--- src/design/assert_macros.svh ---
// Assertion macros used by the framer core.
`ifndef ASSERT_MACROS_SVH
`define ASSERT_MACROS_SVH

// Checks a property on every rising clock edge outside reset.
`define SDCF_ASSERT(label, prop, msg) \
	label: assert property (@(posedge clk) disable iff (!arst_n) (prop)) else $error(msg);

// Checks a property on every rising clock edge, reset included.
`define SDCF_ASSERT_ALWAYS(label, prop, msg) \
	label: assert property (@(posedge clk) (prop)) else $error(msg);

`endif

--- src/design/sdcf_pkg.sv ---
// Package with types, constants and the CRC7 step function of the SD SPI command framer.
`timescale 1ns / 1ps
`default_nettype none
package sdcf_pkg;

	localparam logic       OP_START       = 1'b0;
	localparam logic       OP_RX          = 1'b1;

	localparam logic       CFG_CRC_ENABLE = 1'b0;
	localparam logic       CFG_WAIT_LIMIT = 1'b1;

	localparam logic [7:0] FILL_BYTE      = 8'hFF;
	localparam logic [7:0] CMD_START_BITS = 8'h40;
	localparam logic [7:0] CMD_BYTE_MASK  = 8'h7F;
	localparam logic [7:0] CMD0_TRAILER   = 8'h95;
	localparam logic [7:0] OTHER_TRAILER  = 8'h00;
	localparam logic [6:0] CRC7_POLY      = 7'h09;
	localparam logic [7:0] WAIT_LIMIT_RST = 8'd8;

	localparam logic [2:0] LAST_BYTE_IDX  = 3'd6;

	localparam logic [1:0] RESP_R1        = 2'd0;
	localparam logic [1:0] RESP_R1B       = 2'd1;
	localparam logic [1:0] RESP_R2        = 2'd2;
	localparam logic [1:0] RESP_R3        = 2'd3;

	typedef enum logic [1:0] {
		KIND_TX      = 2'd0,
		KIND_DONE    = 2'd1,
		KIND_TIMEOUT = 2'd2
	} kind_t;

	typedef enum logic [1:0] {
		PH_IDLE  = 2'd0,
		PH_FIRST = 2'd1,
		PH_TAIL  = 2'd2
	} phase_t;

	typedef struct packed {
		logic        op;
		logic [5:0]  cmd_index;
		logic [31:0] argument;
		logic [1:0]  resp_type;
		logic [7:0]  rx_byte;
	} item_t;

	typedef struct packed {
		logic        fire;
		kind_t       kind;
		logic [7:0]  first;
		logic [31:0] rest;
		logic [2:0]  len;
	} resp_evt_t;

	// Advances the CRC7 register over one byte, most significant bit first.
	function automatic logic [6:0] crc7_byte(input logic [6:0] crc_in, input logic [7:0] data);
		logic [6:0] c;
		logic       fb;
		c = crc_in;
		for (int i = 7; i >= 0; i--) begin
			fb = c[6] ^ data[i];
			c = {c[5:0], 1'b0};
			if (fb) begin
				c = c ^ CRC7_POLY;
			end
		end
		return c;
	endfunction

endpackage
`default_nettype wire

--- src/design/sdcf_item_if.sv ---
// Channel interface that carries command and received-byte items.
`timescale 1ns / 1ps
`default_nettype none
interface sdcf_item_if;
	logic        valid;
	logic        ready;
	logic        op;
	logic [5:0]  cmd_index;
	logic [31:0] argument;
	logic [1:0]  resp_type;
	logic [7:0]  rx_byte;

	modport source (output valid, output op, output cmd_index, output argument,
		output resp_type, output rx_byte, input ready);
	modport sink (input valid, input op, input cmd_index, input argument,
		input resp_type, input rx_byte, output ready);
endinterface
`default_nettype wire

--- src/design/sdcf_result_if.sv ---
// Channel interface that carries frame bytes and response results.
`timescale 1ns / 1ps
`default_nettype none
interface sdcf_result_if;
	logic        valid;
	logic        ready;
	logic [1:0]  kind;
	logic [7:0]  tx_byte;
	logic        last_tx;
	logic [7:0]  resp_first;
	logic [31:0] resp_rest;
	logic [2:0]  resp_len;

	modport source (output valid, output kind, output tx_byte, output last_tx,
		output resp_first, output resp_rest, output resp_len, input ready);
	modport sink (input valid, input kind, input tx_byte, input last_tx,
		input resp_first, input resp_rest, input resp_len, output ready);
endinterface
`default_nettype wire

--- src/design/sdcf_frame_gen.sv ---
// Frame byte sequencer with a running CRC7 over the command bytes.
`timescale 1ns / 1ps
`default_nettype none
module sdcf_frame_gen
	import sdcf_pkg::*;
(
	input  wire logic        clk,
	input  wire logic        arst_n,
	input  wire logic        step,
	input  wire logic        crc_enable,
	input  wire logic [5:0]  cmd_index,
	input  wire logic [31:0] argument,
	output logic [7:0]       tx_byte,
	output logic             last
);

	logic [2:0] byte_idx_q;
	logic [6:0] crc_q;

	always_comb begin
		unique case (byte_idx_q)
			3'd0: tx_byte = FILL_BYTE;
			3'd1: tx_byte = (CMD_START_BITS | {2'b00, cmd_index}) & CMD_BYTE_MASK;
			3'd2: tx_byte = argument[31:24];
			3'd3: tx_byte = argument[23:16];
			3'd4: tx_byte = argument[15:8];
			3'd5: tx_byte = argument[7:0];
			default: begin
				if (crc_enable) begin
					tx_byte = {crc_q, 1'b1};
				end else begin
					tx_byte = (cmd_index == 6'd0) ? CMD0_TRAILER : OTHER_TRAILER;
				end
			end
		endcase
	end

	assign last = (byte_idx_q == LAST_BYTE_IDX);

	always_ff @(posedge clk or negedge arst_n) begin
		if (!arst_n) begin
			byte_idx_q <= 3'd0;
			crc_q <= 7'd0;
		end else if (step) begin
			if (last) begin
				byte_idx_q <= 3'd0;
				crc_q <= 7'd0;
			end else begin
				byte_idx_q <= byte_idx_q + 3'd1;
				if (byte_idx_q != 3'd0) begin
					crc_q <= crc7_byte(crc_q, tx_byte);
				end
			end
		end
	end

endmodule
`default_nettype wire

--- src/design/sdcf_resp_track.sv ---
// Response tracker: skips idle bytes or times out; takes status byte and tail.
`timescale 1ns / 1ps
`default_nettype none
module sdcf_resp_track
	import sdcf_pkg::*;
(
	input  wire logic       clk,
	input  wire logic       arst_n,
	input  wire logic       start,
	input  wire logic [1:0] resp_type,
	input  wire logic       rx_go,
	input  wire logic [7:0] rx_byte,
	input  wire logic [7:0] wait_limit,
	output resp_evt_t       evt
);

	phase_t      phase_q, phase_d;
	logic [7:0]  idle_count_q, idle_count_d;
	logic [2:0]  bytes_left_q, bytes_left_d;
	logic [1:0]  pending_type_q, pending_type_d;
	logic [7:0]  first_byte_q, first_byte_d;
	logic [31:0] tail_bytes_q, tail_bytes_d;
	logic [2:0]  bytes_left_dec;
	logic [31:0] tail_shifted;

	assign bytes_left_dec = (bytes_left_q != 3'd0) ? bytes_left_q - 3'd1 : 3'd0;
	assign tail_shifted = {tail_bytes_q[23:0], rx_byte};

	always_comb begin
		phase_d = phase_q;
		idle_count_d = idle_count_q;
		bytes_left_d = bytes_left_q;
		pending_type_d = pending_type_q;
		first_byte_d = first_byte_q;
		tail_bytes_d = tail_bytes_q;
		if (start) begin
			phase_d = PH_FIRST;
			idle_count_d = 8'd0;
			pending_type_d = resp_type;
			bytes_left_d = (resp_type == RESP_R2) ? 3'd1 :
				((resp_type == RESP_R3) ? 3'd4 : 3'd0);
			first_byte_d = FILL_BYTE;
			tail_bytes_d = 32'd0;
		end else if (rx_go) begin
			unique case (phase_q)
				PH_FIRST: begin
					if (rx_byte == FILL_BYTE) begin
						if (idle_count_q >= wait_limit) begin
							phase_d = PH_IDLE;
						end else begin
							idle_count_d = idle_count_q + 8'd1;
						end
					end else begin
						first_byte_d = rx_byte;
						phase_d = (bytes_left_q == 3'd0) ? PH_IDLE : PH_TAIL;
					end
				end
				PH_TAIL: begin
					tail_bytes_d = tail_shifted;
					bytes_left_d = bytes_left_dec;
					if (bytes_left_dec == 3'd0) begin
						phase_d = PH_IDLE;
					end
				end
				default: begin
				end
			endcase
		end
	end

	always_comb begin
		evt = '{fire: 1'b0, kind: KIND_DONE, first: 8'd0, rest: 32'd0, len: 3'd0};
		unique case (phase_q)
			PH_FIRST: begin
				if (rx_byte == FILL_BYTE) begin
					if (idle_count_q >= wait_limit) begin
						evt.fire = 1'b1;
						evt.kind = KIND_TIMEOUT;
						evt.first = FILL_BYTE;
					end
				end else if (bytes_left_q == 3'd0) begin
					evt.fire = 1'b1;
					evt.first = rx_byte;
					evt.len = 3'd1;
				end
			end
			PH_TAIL: begin
				if (bytes_left_dec == 3'd0) begin
					evt.fire = 1'b1;
					evt.first = first_byte_q;
					evt.rest = tail_shifted;
					evt.len = (pending_type_q == RESP_R3) ? 3'd5 : 3'd2;
				end
			end
			default: begin
			end
		endcase
	end

	always_ff @(posedge clk or negedge arst_n) begin
		if (!arst_n) begin
			phase_q <= PH_IDLE;
			idle_count_q <= 8'd0;
			bytes_left_q <= 3'd0;
			pending_type_q <= RESP_R1;
			first_byte_q <= FILL_BYTE;
			tail_bytes_q <= 32'd0;
		end else begin
			phase_q <= phase_d;
			idle_count_q <= idle_count_d;
			bytes_left_q <= bytes_left_d;
			pending_type_q <= pending_type_d;
			first_byte_q <= first_byte_d;
			tail_bytes_q <= tail_bytes_d;
		end
	end

endmodule
`default_nettype wire

--- src/design/sd_spi_command_framer_core.sv ---
// Top level of the SD SPI command framer: input stage, frame and response logic, result register.
//
// Channel  Role    Transaction
// item     sink    start command (op 0) or one byte received from the card (op 1)
// result   source  frame byte, response complete or response timeout
//
// A received byte leaves the input stage as soon as result can advance, so such items flow back to back unless stalled.
// A start command holds the input stage until all seven frame bytes are out, since the result
// register takes one frame byte per cycle and the CRC7 advances one byte per cycle, unless stalled.
// Results appear in the cycle after the work that makes them; a stall on result holds both stages.
// Reset clears the control state and sets the registers to CRC on and a wait limit of 8.
`timescale 1ns / 1ps
`default_nettype none
`include "assert_macros.svh"
module sd_spi_command_framer_core
	import sdcf_pkg::*;
(
	input  wire logic       clk,
	input  wire logic       arst_n,
	input  wire logic       cfg_wr_en,
	input  wire logic       cfg_index,
	input  wire logic [7:0] cfg_wdata,
	sdcf_item_if.sink       item,
	sdcf_result_if.source   result
);

	logic        crc_enable_q;
	logic [7:0]  wait_limit_q;
	item_t       item_s1;
	logic        valid_s1;
	logic        advance;
	logic        is_start;
	logic        frame_step;
	logic        frame_last;
	logic        start_go;
	logic        rx_go;
	logic [7:0]  frame_byte;
	resp_evt_t   evt;

	logic        valid_s2;
	kind_t       kind_s2;
	logic [7:0]  tx_byte_s2;
	logic        last_tx_s2;
	logic [7:0]  resp_first_s2;
	logic [31:0] resp_rest_s2;
	logic [2:0]  resp_len_s2;

	always_ff @(posedge clk or negedge arst_n) begin
		if (!arst_n) begin
			crc_enable_q <= 1'b1;
			wait_limit_q <= WAIT_LIMIT_RST;
		end else if (cfg_wr_en) begin
			unique case (cfg_index)
				CFG_CRC_ENABLE: crc_enable_q <= cfg_wdata[0];
				CFG_WAIT_LIMIT: wait_limit_q <= cfg_wdata;
				default: begin
				end
			endcase
		end
	end

	assign advance = !valid_s2 || result.ready;
	assign is_start = (item_s1.op == OP_START);
	assign frame_step = valid_s1 && is_start && advance;
	assign start_go = frame_step && frame_last;
	assign rx_go = valid_s1 && !is_start && advance;
	assign item.ready = !valid_s1 || rx_go || start_go;

	always_ff @(posedge clk or negedge arst_n) begin
		if (!arst_n) begin
			valid_s1 <= 1'b0;
		end else if (item.ready) begin
			valid_s1 <= item.valid;
		end
	end

	always_ff @(posedge clk) begin
		if (item.valid && item.ready) begin
			item_s1 <= '{op: item.op, cmd_index: item.cmd_index, argument: item.argument,
				resp_type: item.resp_type, rx_byte: item.rx_byte};
		end
	end

	sdcf_frame_gen u_frame_gen (
		.clk        (clk),
		.arst_n     (arst_n),
		.step       (frame_step),
		.crc_enable (crc_enable_q),
		.cmd_index  (item_s1.cmd_index),
		.argument   (item_s1.argument),
		.tx_byte    (frame_byte),
		.last       (frame_last)
	);

	sdcf_resp_track u_resp_track (
		.clk        (clk),
		.arst_n     (arst_n),
		.start      (start_go),
		.resp_type  (item_s1.resp_type),
		.rx_go      (rx_go),
		.rx_byte    (item_s1.rx_byte),
		.wait_limit (wait_limit_q),
		.evt        (evt)
	);

	always_ff @(posedge clk or negedge arst_n) begin
		if (!arst_n) begin
			valid_s2 <= 1'b0;
		end else if (advance) begin
			valid_s2 <= frame_step || (rx_go && evt.fire);
		end
	end

	always_ff @(posedge clk) begin
		if (frame_step) begin
			kind_s2 <= KIND_TX;
			tx_byte_s2 <= frame_byte;
			last_tx_s2 <= frame_last;
			resp_first_s2 <= 8'd0;
			resp_rest_s2 <= 32'd0;
			resp_len_s2 <= 3'd0;
		end else if (rx_go && evt.fire) begin
			kind_s2 <= evt.kind;
			tx_byte_s2 <= 8'd0;
			last_tx_s2 <= 1'b0;
			resp_first_s2 <= evt.first;
			resp_rest_s2 <= evt.rest;
			resp_len_s2 <= evt.len;
		end
	end

	assign result.valid = valid_s2;
	assign result.kind = kind_s2;
	assign result.tx_byte = tx_byte_s2;
	assign result.last_tx = last_tx_s2;
	assign result.resp_first = resp_first_s2;
	assign result.resp_rest = resp_rest_s2;
	assign result.resp_len = resp_len_s2;

	`SDCF_ASSERT(a_start_holds_input, valid_s1 && is_start && !frame_last |-> !item.ready, "input taken during frame")
	`SDCF_ASSERT(a_done_len_legal, result.valid && result.kind == KIND_DONE |-> result.resp_len == 3'd1 || result.resp_len == 3'd2 || result.resp_len == 3'd5, "illegal response length")
	`SDCF_ASSERT(a_last_then_fresh, result.valid && result.ready && result.last_tx |=> !(result.valid && result.last_tx), "frame end repeated")

endmodule
`default_nettype wire
--- src/flat_wrapper.sv ---
// flat-port wrapper written by rule: the top's interface ports become plain ports
module sd_spi_command_framer_core_flat import sdcf_pkg::*;
  (clk, arst_n, cfg_wr_en, cfg_index, cfg_wdata, item_valid, item_op, item_cmd_index, item_argument, item_resp_type, item_rx_byte, item_ready, result_valid, result_kind, result_tx_byte, result_last_tx, result_resp_first, result_resp_rest, result_resp_len, result_ready);
  sdcf_item_if item_i ();
  sdcf_result_if result_i ();
  input  wire logic clk;
  input  wire logic arst_n;
  input  wire logic cfg_wr_en;
  input  wire logic cfg_index;
  input  wire logic [7:0] cfg_wdata;
  input wire logic [$bits(item_i.valid)-1:0] item_valid;
  input wire logic [$bits(item_i.op)-1:0] item_op;
  input wire logic [$bits(item_i.cmd_index)-1:0] item_cmd_index;
  input wire logic [$bits(item_i.argument)-1:0] item_argument;
  input wire logic [$bits(item_i.resp_type)-1:0] item_resp_type;
  input wire logic [$bits(item_i.rx_byte)-1:0] item_rx_byte;
  output wire logic [$bits(item_i.ready)-1:0] item_ready;
  output wire logic [$bits(result_i.valid)-1:0] result_valid;
  output wire logic [$bits(result_i.kind)-1:0] result_kind;
  output wire logic [$bits(result_i.tx_byte)-1:0] result_tx_byte;
  output wire logic [$bits(result_i.last_tx)-1:0] result_last_tx;
  output wire logic [$bits(result_i.resp_first)-1:0] result_resp_first;
  output wire logic [$bits(result_i.resp_rest)-1:0] result_resp_rest;
  output wire logic [$bits(result_i.resp_len)-1:0] result_resp_len;
  input wire logic [$bits(result_i.ready)-1:0] result_ready;
  assign item_i.valid = item_valid;
  assign item_i.op = item_op;
  assign item_i.cmd_index = item_cmd_index;
  assign item_i.argument = item_argument;
  assign item_i.resp_type = item_resp_type;
  assign item_i.rx_byte = item_rx_byte;
  assign item_ready = item_i.ready;
  assign result_valid = result_i.valid;
  assign result_kind = result_i.kind;
  assign result_tx_byte = result_i.tx_byte;
  assign result_last_tx = result_i.last_tx;
  assign result_resp_first = result_i.resp_first;
  assign result_resp_rest = result_i.resp_rest;
  assign result_resp_len = result_i.resp_len;
  assign result_i.ready = result_ready;
  sd_spi_command_framer_core u_core (.clk(clk), .arst_n(arst_n), .cfg_wr_en(cfg_wr_en), .cfg_index(cfg_index), .cfg_wdata(cfg_wdata), .item(item_i), .result(result_i));
endmodule
--- config.mk ---
export PLATFORM = sky130hd
export DESIGN_NAME = sd_spi_command_framer_core_flat
export DESIGN_NICKNAME = d
export VERILOG_FILES = /design/src/design/sdcf_pkg.sv /design/src/design/sdcf_item_if.sv /design/src/design/sdcf_result_if.sv /design/src/design/sdcf_frame_gen.sv /design/src/design/sdcf_resp_track.sv /design/src/design/sd_spi_command_framer_core.sv /design/src/flat_wrapper.sv
export VERILOG_INCLUDE_DIRS = /design/src /design/src/design
export SDC_FILE = /design/constraint.sdc
export NUM_CORES = 1
export LEC_CHECK = 0
export BUFFER_PORTS_ARGS = -buffer_cell sky130_fd_sc_hd__buf_2
export CAP_MARGIN = 20
export CORE_MARGIN = 10
export CORE_UTILIZATION = 56
export CTS_CLUSTER_SIZE = 20
export DETAILED_ROUTE_END_ITERATION = 8
export PLACE_DENSITY = 0.85
export SLEW_MARGIN = 20
export SYNTH_ARGS = -nofsm -noshare
export SYNTH_HDL_FRONTEND = slang
export SYNTH_SLANG_ARGS = --single-unit
--- constraint.sdc ---
create_clock -name clk -period 2.9 [get_ports clk]
set_input_delay 0.29 -clock clk [delete_from_list [all_inputs] [get_ports clk]]
set_output_delay 0.29 -clock clk [all_outputs]
set_load 0.1 [all_outputs]
==> out/qor.yml, run 1 <==
status: "completed"
start_util_pct: 57.5
slew_headroom_pct: 44.3
die_h_um: 134
final_common_cell: "buf_2"
n_antenna_cell: 0
drtIter0Drc: 593
ys_seq_elements: 171
fillers: 908
irDropWorstVdd_uv: 626
wirelength_um: 18100
ys_types: 69
grt_util_all_layers_pct: 20.0
clkTransAtPathRegs_ps: 70
core_um2: 12700
fin_area_um2: 8760
cts_root_buffer: "clkbuf_16"
drv_slew: 0
final_net_count: 836
fin_tns_setup_ps: 0
period_needed_ps: 2690
num_vias: 5591
finalCritPeriodShare_pct: 92.8
fp.dieW_um: 134
synth_nets: 718
cts_tree: "done"
synth-edff-count: 58
wl_per_cell_um: 19.2
cts_setup_buffers: 0
grt_first_pass_wirelength_um: 29000
hold_viol_final: 0
multi_input_area_um2: 2740
start_kind: "register"
worstPathArrival_ps: 3010
syn_area_per_cell_um2: 11.4
ys_warn_count: 0
post_dp_cell_area_um2: 8110
rsz0062_at_grt: "no"
utilization_pct: 68.8
setup_viol: 0
worstPathRequired_ps: 3220
fp-row-count: 41
viasPerCell: 5.91
clk_path_buf_depth: 2
fmax_mhz: 372
die_area_um2: 18000
skew_ps: 12.3
area_delta_synth_final_pct: 19.8
grt_max_degree: 52
endpoint_kind: "register"
drive_above_1_share_pct: 26.7
ant_nets: 0
drv_cap: 0
antenna_found_initial: 0
portBuffers: 118
grt_pass1_vias: 5648
htreeDepth: 4
path_class: "reg -> reg"
synth_area_um2: 7310
cts_sinks: 171
grt-ovfl-total: 0
hold_path.class: "in -> reg"
netlist_instances: 643
dp_hpwl_um: 12700
io_pins: 119
seq_area_frac_synth_pct: 59.6
seq_area_um2: 4360
power_density_nw_per_um2: 1150
p_leak_uw: 0.00384
tightest_slew_ps: 836
cts_buffers: 17
async_flop_share_pct: 39.8
clk_latency_ps: 430
layout_common_cells: "buf_2 (117), nand2_1 (98), edfxtp_1 (58), dfrtp_1 (58), o21ai_0 (47)"
rrSetupSlack_ps: 210
place_congestion: 0.882
synth-main-ff-cell: "edfxtp_1"
cts_resized: 0
worstPathMaxFanout: 12
drc: 0
first_pass_iters: 5
-- per-layer routing --
layer / up-vias / track usage [%] / share of wire, %
met3: 25 / 5.97 / 7.0
met5: - / 0 / 0
met4: 0 / 7.38 / 1.4
met2: 243 / 33.3 / 50
li1: 2584 / - / -
met1: 2739 / 24.0 / 41
-- critical path, cell delays in order (launching register included) --
cell,delay [ps]
dfrtp_1,400
inv_1,110
ha_1,230
nand2b_1,150
a21o_1,200
a21o_1,210
a21oi_4,240
o2111ai_2,240
buf_4,250
and2_1,260
a311oi_1,300
-- cells in the mapped netlist (3+ instances only) --
cell	number	share of area, %
nand2_1	98	5.0
dfrtp_1	58	20
edfxtp_1	58	24
o21ai_0	47	3.2
dfxtp_1	45	12
a22o_1	35	4.2
a21oi_1	25	1.7
nor2_1	21	1.1
clkbuf_1	18	0.92
inv_1	15	0.77
mux2i_1	15	2.1
nand3_1	13	0.89
ha_1	12	2.1
mux2_2	11	1.7
nand2b_1	11	0.94
dfstp_2	10	3.6
a22oi_1	9	0.92
a311oi_1	8	0.96
and2_1	8	0.68
and3_1	8	0.68
nor2b_1	8	0.68
xnor2_1	7	0.84
a21o_1	6	0.62
o22ai_1	6	0.51
buf_2	5	0.34
or3_1	5	0.43
xor2_1	5	0.60
buf_1	4	0.21
buf_4	4	0.41
nor3_1	4	0.27
a211oi_1	3	0.31
a31oi_1	3	0.26
a32o_1	3	0.41
buf_6	3	0.46
nand4_1	3	0.26
nor4_1	3	0.26
o21ai_1	3	0.21
or2_2	3	0.26
-- stage by stage --
| stage | power (uW) | cells | setup WS (ps) | hold WS [ps] |
|---|---|---|---|---|
| final | 10000 | 946 | 209 | 30.6 |
| after global routing | 10500 | 946 | 58.2 | 14.4 |
| after CTS | 10000 | 945 | 233 | 16.7 |
| after detailed placement | 7680 | 912 | 289 | 441 |
| after global placement | 7510 | 912 | 438 | 410 |
| after floorplan | 6810 | 643 | 41.9 | -5.59 |
-- path summary, 6_finish.rpt --
path                                                         to  cells past startpoint                                start
hold / removal                               u_core.item_s1[31]                      1                    item_argument[21]
setup / recovery                    u_core.result.resp_first[6]                     10  u_core.u_resp_track.idle_count_q[0]
hold reg to reg                     u_core.result.resp_rest[14]                      1          u_core.result.resp_rest[14]
max in group asynchronous                   u_core.crc_enable_q                      3                               arst_n
min in group asynchronous  u_core.u_resp_track.tail_bytes_q[19]                      2                               arst_n
setup reg to reg                    u_core.result.resp_first[6]                     10  u_core.u_resp_track.idle_count_q[0]
-- cells by family after synthesis --
kind of cell,after synthesis,synth area share [%]
buffers and inverters,51,3.23
AO/OA/AOI/OAI,176,17.2
adder cells (fa/ha/maj),12,2.05
multiplexers,26,3.75
AND/OR/NAND/NOR,194,12.4
flip-flops,171,59.6
XOR/XNOR,13,1.76
-- state kept, by name, summed over array words and instances (netlist names), 8 cells and up --
signal                            flops
u_core.u_resp_track.idle_count_q      8
u_core.u_resp_track.first_byte_q      8
u_core.u_resp_track.tail_bytes_q     24
u_core.wait_limit_q                   8
u_core.result.tx_byte                 8
u_core.result.resp_rest              32
u_core.item_s1                       49
u_core.result.resp_first              8
-- cell type report --
| cell class | instances | area share, % |
|---|---|---|
| sequential | 171 | 49.7 |
| inverter | 16 | 0.686 |
| clock buffer | 21 | 6.00 |
| tap | 172 | 2.46 |
| timing repair buffer | 134 | 8.83 |
| multi-input combinational | 421 | 31.3 |
| clock inverter | 11 | 0.986 |
-- where the power goes --
part	leakage [uW]	total (uW)	internal, uW	switching (uW)
clock	0.000308	2310	1320	990
combinational	0.00178	4140	1220	2920
sequential	0.00176	3600	3170	433
total	0.00384	10000	5710	4340
-- what timing repair did --
item                                    in CTS  in global routing
hold buffers                                 1                  0
hold endpoints to repair                    25                  0
endpoints found under the setup margin       0                  0
Power figures use the tool's default switching activity.
==> inputs of run 2 (changes only) <==
==> constraint.sdc (replaced) <==
create_clock -name clk -period 2.5 [get_ports clk]
set_input_delay 0.25 -clock clk [delete_from_list [all_inputs] [get_ports clk]]
set_output_delay 0.25 -clock clk [all_outputs]
set_load 0.1 [all_outputs]
==> out/qor.yml, run 2 (synthesized netlist as in run 1, its figures left out) <==
final_common_cell: "buf_2"
critPathSlowestCell: "dfrtp_1"
period_needed_ps: 2450
fmax_mhz: 408
drv_cap: 0
drc: 0
n_antenna_cell: 0
worstPathMaxFanout: 4
utilization_pct: 72.8
io_pins: 119
clkTransAtPathRegs_ps: 60
comb_power_share_pct: 42.9
tightest_slew_ps: 783
switching_power_uw: 5100
swShare_pct: 43.7
cts_sinks: 171
wirelength_um: 19700
irDropWorstVdd_uv: 688
p_int_uw: 6580
worstPathArrival_ps: 2800
wl_per_cell_um: 19.7
met3WireLength_um: 1550
portBuffers: 118
regMostFlops: "u_core.item_s1"
dr_wl_met2_um: 10100
placed_cells: 913
clk_path_buf_depth: 2
hold_viol_final: 0
die_area_um2: 18000
finalNonFillerCells: 997
start_util_pct: 57.5
p_seq_share_pct: 35.9
status: "completed"
p_leak_uw: 0.00402
wl_met1_um: 7530
path_class: "reg -> reg"
area_delta_synth_final_pct: 26.7
start_kind: "register"
crit_chain: "ha_1, and3_1, a221oi_4, and3_4, o2111ai_1, or3_1, a21oi_1"
drive_above_1_share_pct: 26.9
grt_max_degree: 51
viasPerCell: 5.93
fin_area_um2: 9260
first_pass_iters: 5
grt_first_pass_wirelength_um: 31100
core_um2: 12700
dp_hpwl_um: 12200
skew_ps: 9.31
ant_nets: 0
finalCritPeriodShare_pct: 97.9
drv_slew: 0
grt_util_all_layers_pct: 21.4
cts_tree: "done"
slew_headroom_pct: 47.8
grt-ovfl-total: 0
largest_register_ffs: 49
die_h_um: 134
endpoint_kind: "register"
setup_viol: 0
drtIter0Drc: 586
place_congestion: 0.807
post_dp_cell_area_um2: 8140
hold_path.class: "in -> reg"
cts_buffers: 17
fp.dieW_um: 134
critPathMaxStageDelay_ps: 410
cts_root_buffer: "clkbuf_16"
num_vias: 5911
antenna_found_initial: 0
clk_latency_ps: 430
fp-row-count: 41
power_density_nw_per_um2: 1260
worstPathRequired_ps: 2850
grt_pass1_vias: 5992
htreeDepth: 4
layout_common_cells: "buf_2 (117), nand2_1 (98), edfxtp_1 (58)"
top_layer: "met4"
clkPwrFrac_pct: 21.2
final_net_count: 887
## run 2: cell count changes in the layout (fill, tap and decap cells not counted), sizes merged
cell         change
buf              +6
clkbuf           -3
clkinv           +2
dlygate4sd3     +44
clkinvlp         +3
bufinv           +1
inv              -2
## run 2: worst max-delay path, delay by kind of cell (launching register included)
kind                     cells  cell delay (ps)
adder cells (fa/ha/maj)      1              350
flip-flops                   1              410
AO/OA/AOI/OAI                3              710
AND/OR/NAND/NOR              3              900
## run 2: metal layers
metal  vias up  global-route usage (%)
li1       2691                       -
met1      2865                    24.5
met2       311                    36.7
met3        44                    6.76
met4         0                    7.86
met5         -                       0
## run 2: power by group through the flow
stage	Combinational, uW	Clock (uW)	Sequential [uW]
finish	5010	2480	4190
global route	5320	2620	4250
CTS	4830	2490	4160
detailed placement	4740	0	4200
global placement	4570	0	4150
floorplan	2350	0	5560
## run 2: cell type report
class / count / area (um2)
flip-flops and latches: 171 / 4360
fillers: 837 / 3460
multi-input cells: 421 / 2810
repair buffers: 184 / 1250
clock buffers: 18 / 429
well taps: 172 / 215
clock inverters: 14 / 124
inverters: 16 / 63.8
repair inverters: 1 / 7.51
## run 2: final timing paths
kind / start / endpoint / slack, ps / depth (start not counted)
worst max-delay path: u_core.u_resp_track.idle_count_q[7] / u_core.u_resp_track.idle_count_q[5] / 50 / 7
worst min-delay path: item_rx_byte[1] / u_core.item_s1[1] / 10 / 1
worst max register to register: u_core.u_resp_track.idle_count_q[7] / u_core.u_resp_track.idle_count_q[5] / 50 / 7
worst min register to register: u_core.result.resp_rest[4] / u_core.result.resp_rest[4] / 480 / 1
max in group asynchronous: arst_n / u_core.u_resp_track.first_byte_q[4] / 1290 / 3
min in group asynchronous: arst_n / u_core.u_resp_track.tail_bytes_q[17] / 450 / 2
## run 2: stage by stage
stage	hold slack [ps]	TNS (ps)	total power, uW	worst slack [ps]
2_1_floorplan	-45.6	0	7910	23.8
3_3_place_gp	355	0	8720	166
3_5_place_dp	376	0	8940	61.1
4_1_cts	3.02	0	11500	43.6
5_1_grt	1.44	-351	12200	-30.2
6_report	12.3	0	11700	51.4
## run 2: repair_timing
action	4_1_cts	5_1_grt
setup buffers	0	6
hold endpoints to repair	74	0
resized for setup	0	14
endpoints found under the setup margin	0	112
hold buffers	45	0
==> inputs of run 3 (changes only) <==
--- a/config.mk
+++ b/config.mk
@@ -6,13 +6,14 @@
 export SDC_FILE = /design/constraint.sdc
 export NUM_CORES = 1
 export LEC_CHECK = 0
+export ABC_AREA = 1
 export BUFFER_PORTS_ARGS = -buffer_cell sky130_fd_sc_hd__buf_2
 export CAP_MARGIN = 20
 export CORE_MARGIN = 10
-export CORE_UTILIZATION = 56
+export CORE_UTILIZATION = 57
 export CTS_CLUSTER_SIZE = 20
 export DETAILED_ROUTE_END_ITERATION = 8
-export PLACE_DENSITY = 0.85
+export PLACE_DENSITY = 0.86
 export SLEW_MARGIN = 20
 export SYNTH_ARGS = -nofsm -noshare
 export SYNTH_HDL_FRONTEND = slang
==> out/qor.yml, run 3 <==
placed_cells: 1158
ys_warn_count: 0
synth_most_common_cell: "nand2_1"
power_uw: 11600
tightest_slew_ps: 566
fp.dieW_um: 136
clkTransAtPathRegs_ps: 70
crit_chain: "inv_1, nor2_1, nor2_1, nand2_1, inv_1, nor2_2, nand2_1, buf_12"
irDropWorstVdd_uv: 651
htreeDepth: 4
p_leak_uw: 0.00449
grt-ovfl-total: 0
grt_pass1_vias: 6501
switching_power_uw: 5120
synth_commonest_cells: "nand2_1 (189), nand3_1 (113), inv_1 (107), o21ai_0 (86), nor2_1 (62)"
clk_latency_ps: 440
path_class: "reg -> out"
seq_area_frac_synth_pct: 56.9
setup_viol: 0
worstPathArrival_ps: 2070
fmax_mhz: 432
critPathBufInv: 3
start_kind: "register"
post_dp_cell_area_um2: 8510
endpoint_kind: "primary output"
synth_area_um2: 7650
largest_register_ffs: 49
fin_area_um2: 9570
drv_cap: 0
power_density_nw_per_um2: 1210
worstPathRequired_ps: 2250
core_um2: 13200
ys_seq_elements: 171
fp-row-count: 42
cp_num_cells: 8
die_h_um: 136
cts_buffers: 17
seq_area_um2: 4360
period_needed_ps: 2320
place_congestion: 0.920
drtIter0Drc: 712
cts_tree: "done"
hold_viol_final: 0
swShare_pct: 44.1
dp_hpwl_um: 13100
hold_path_depth: 1
cts_sinks: 171
final_net_count: 1118
yosysTopAreaCell: "edfxtp_1"
p_seq_share_pct: 35.6
num_vias: 6835
status: "completed"
die_area_um2: 18500
drive_above_1_share_pct: 20.5
n_antenna_cell: 0
grt_util_all_layers_pct: 22.0
synth-edff-count: 58
critPathTopFamily: "simple AND/OR/NAND/NOR gates"
regMostFlops: "u_core.item_s1"
start_util_pct: 58.0
r2r.worst_path.cells: 13
grt_max_degree: 57
skew_ps: 17.8
multi_input_area_um2: 2760
netlist_instances: 878
first_pass_iters: 7
wl_per_cell_um: 16.9
area_delta_synth_final_pct: 25.0
async_flop_share_pct: 39.8
critPathSlowestCell: "dfrtp_4"
hold_path.class: "in -> reg"
clkPwrFrac_pct: 22.9
slew_headroom_pct: 61.9
grt_first_pass_wirelength_um: 32400
portBuffers: 118
antenna_found_initial: 0
finalNonFillerCells: 1232
clk_path_buf_depth: 2
ys_types: 37
syn_area_per_cell_um2: 8.72
critPathMaxStageDelay_ps: 400
io_pins: 119
synth_top_area_share_pct: 22.8
finalCritPeriodShare_pct: 92.7
p_int_uw: 6490
drv_slew: 0
wirelength_um: 20800
drc: 0
synth-main-ff-cell: "edfxtp_1"
viasPerCell: 5.55
ant_nets: 0
layout_common_cells: "nand2_1 (187), buf_2 (117), nand3_1 (113)"
synth_nets: 953
final_common_cell: "nand2_1"
cts_root_buffer: "clkbuf_16"
fillers: 920
comb_power_share_pct: 41.5
synth_area_leaders: "edfxtp_1 (23%), dfrtp_1 (19%), dfxtp_1 (12%)"
worstPathMaxFanout: 5
-- run 3: changes by cell type after synthesis, moves of 11 or more --
| cell | before | now |
|---|---|---|
| nand3_1 | 13 | 113 |
| inv_1 | 15 | 107 |
| nand2_1 | 98 | 189 |
| nor2_1 | 21 | 62 |
| o21ai_0 | 47 | 86 |
| a22o_1 | 35 | 0 |
| nand4_1 | 3 | 22 |
| mux2i_1 | 15 | 0 |
| mux2_2 | 11 | 0 |
| nand2b_1 | 11 | 0 |
-- run 3: cell type report --
type                       instances  area share, %
inverter                         112           4.40
tap                              176           2.30
clock inverter                    12           1.41
timing repair buffer             183           12.7
multi-input combinational        558           28.8
clock buffer                      20           4.79
sequential                       171           45.6
-- run 3: path summary, 6_finish.rpt --
check                                                     from  slack (ps)                     endpoint
hold / removal                                item_argument[6]          20           u_core.item_s1[16]
hold reg to reg                          u_core.result.kind[0]         460        u_core.result.kind[0]
max in group asynchronous                               arst_n        1490          u_core.crc_enable_q
setup reg to reg           u_core.u_resp_track.idle_count_q[0]         190          u_core.result.valid
setup / recovery                           u_core.result.valid         180                   item_ready
min in group asynchronous                               arst_n         260  u_core.u_frame_gen.crc_q[5]
-- run 3: metrics by stage --
step,utilization (%),worst slack [ps],hold slack (ps),setup TNS [ps]
3_5_place_dp,64.5,79.4,138,0
5_1_grt,72.5,-1.04,2.40,-1.04
2_1_floorplan,-,27.4,-45.6,0
6_report,72.5,183,15.7,0
4_1_cts,71.7,45.8,0.218,0
3_3_place_gp,64.5,179,144,0
-- run 3: cell families (layout without fill, tap and decap cells) --
group	after synthesis	after routing	share of synthesized area, %
adder cells (fa/ha/maj)	12	12	1.96
AND/OR/NAND/NOR	406	406	23.4
AO/OA/AOI/OAI	135	135	9.43
buffers and inverters	149	327	7.68
XOR/XNOR	5	5	0.572
flip-flops	171	171	56.9
-- run 3: metal layers --
metal  part of all wire [%]  up-vias  GRT usage [%]
met5                      0        -              0
met4                    2.0        0           8.70
met3                    8.6       41           5.39
met2                     50      359           36.5
met1                     40     3190           27.1
li1                       -     3245              -
-- run 3: timing repair --
| item | in CTS | in global routing |
|---|---|---|
| gates resized for setup | 0 | 12 |
| setup buffers | 0 | 1 |
| hold endpoints to repair | 42 | 6 |
| setup endpoints to repair | 0 | 44 |
| hold buffers | 35 | 6 |
-- run 3: power groups by stage --
stage	logic (uW)	registers, uW	clock network (uW)
detailed placement	4580	4150	0
floorplan	2620	5060	0
global route	5330	4210	2810
CTS	4660	4100	2660
global placement	4480	4120	0
finish	4820	4140	2660
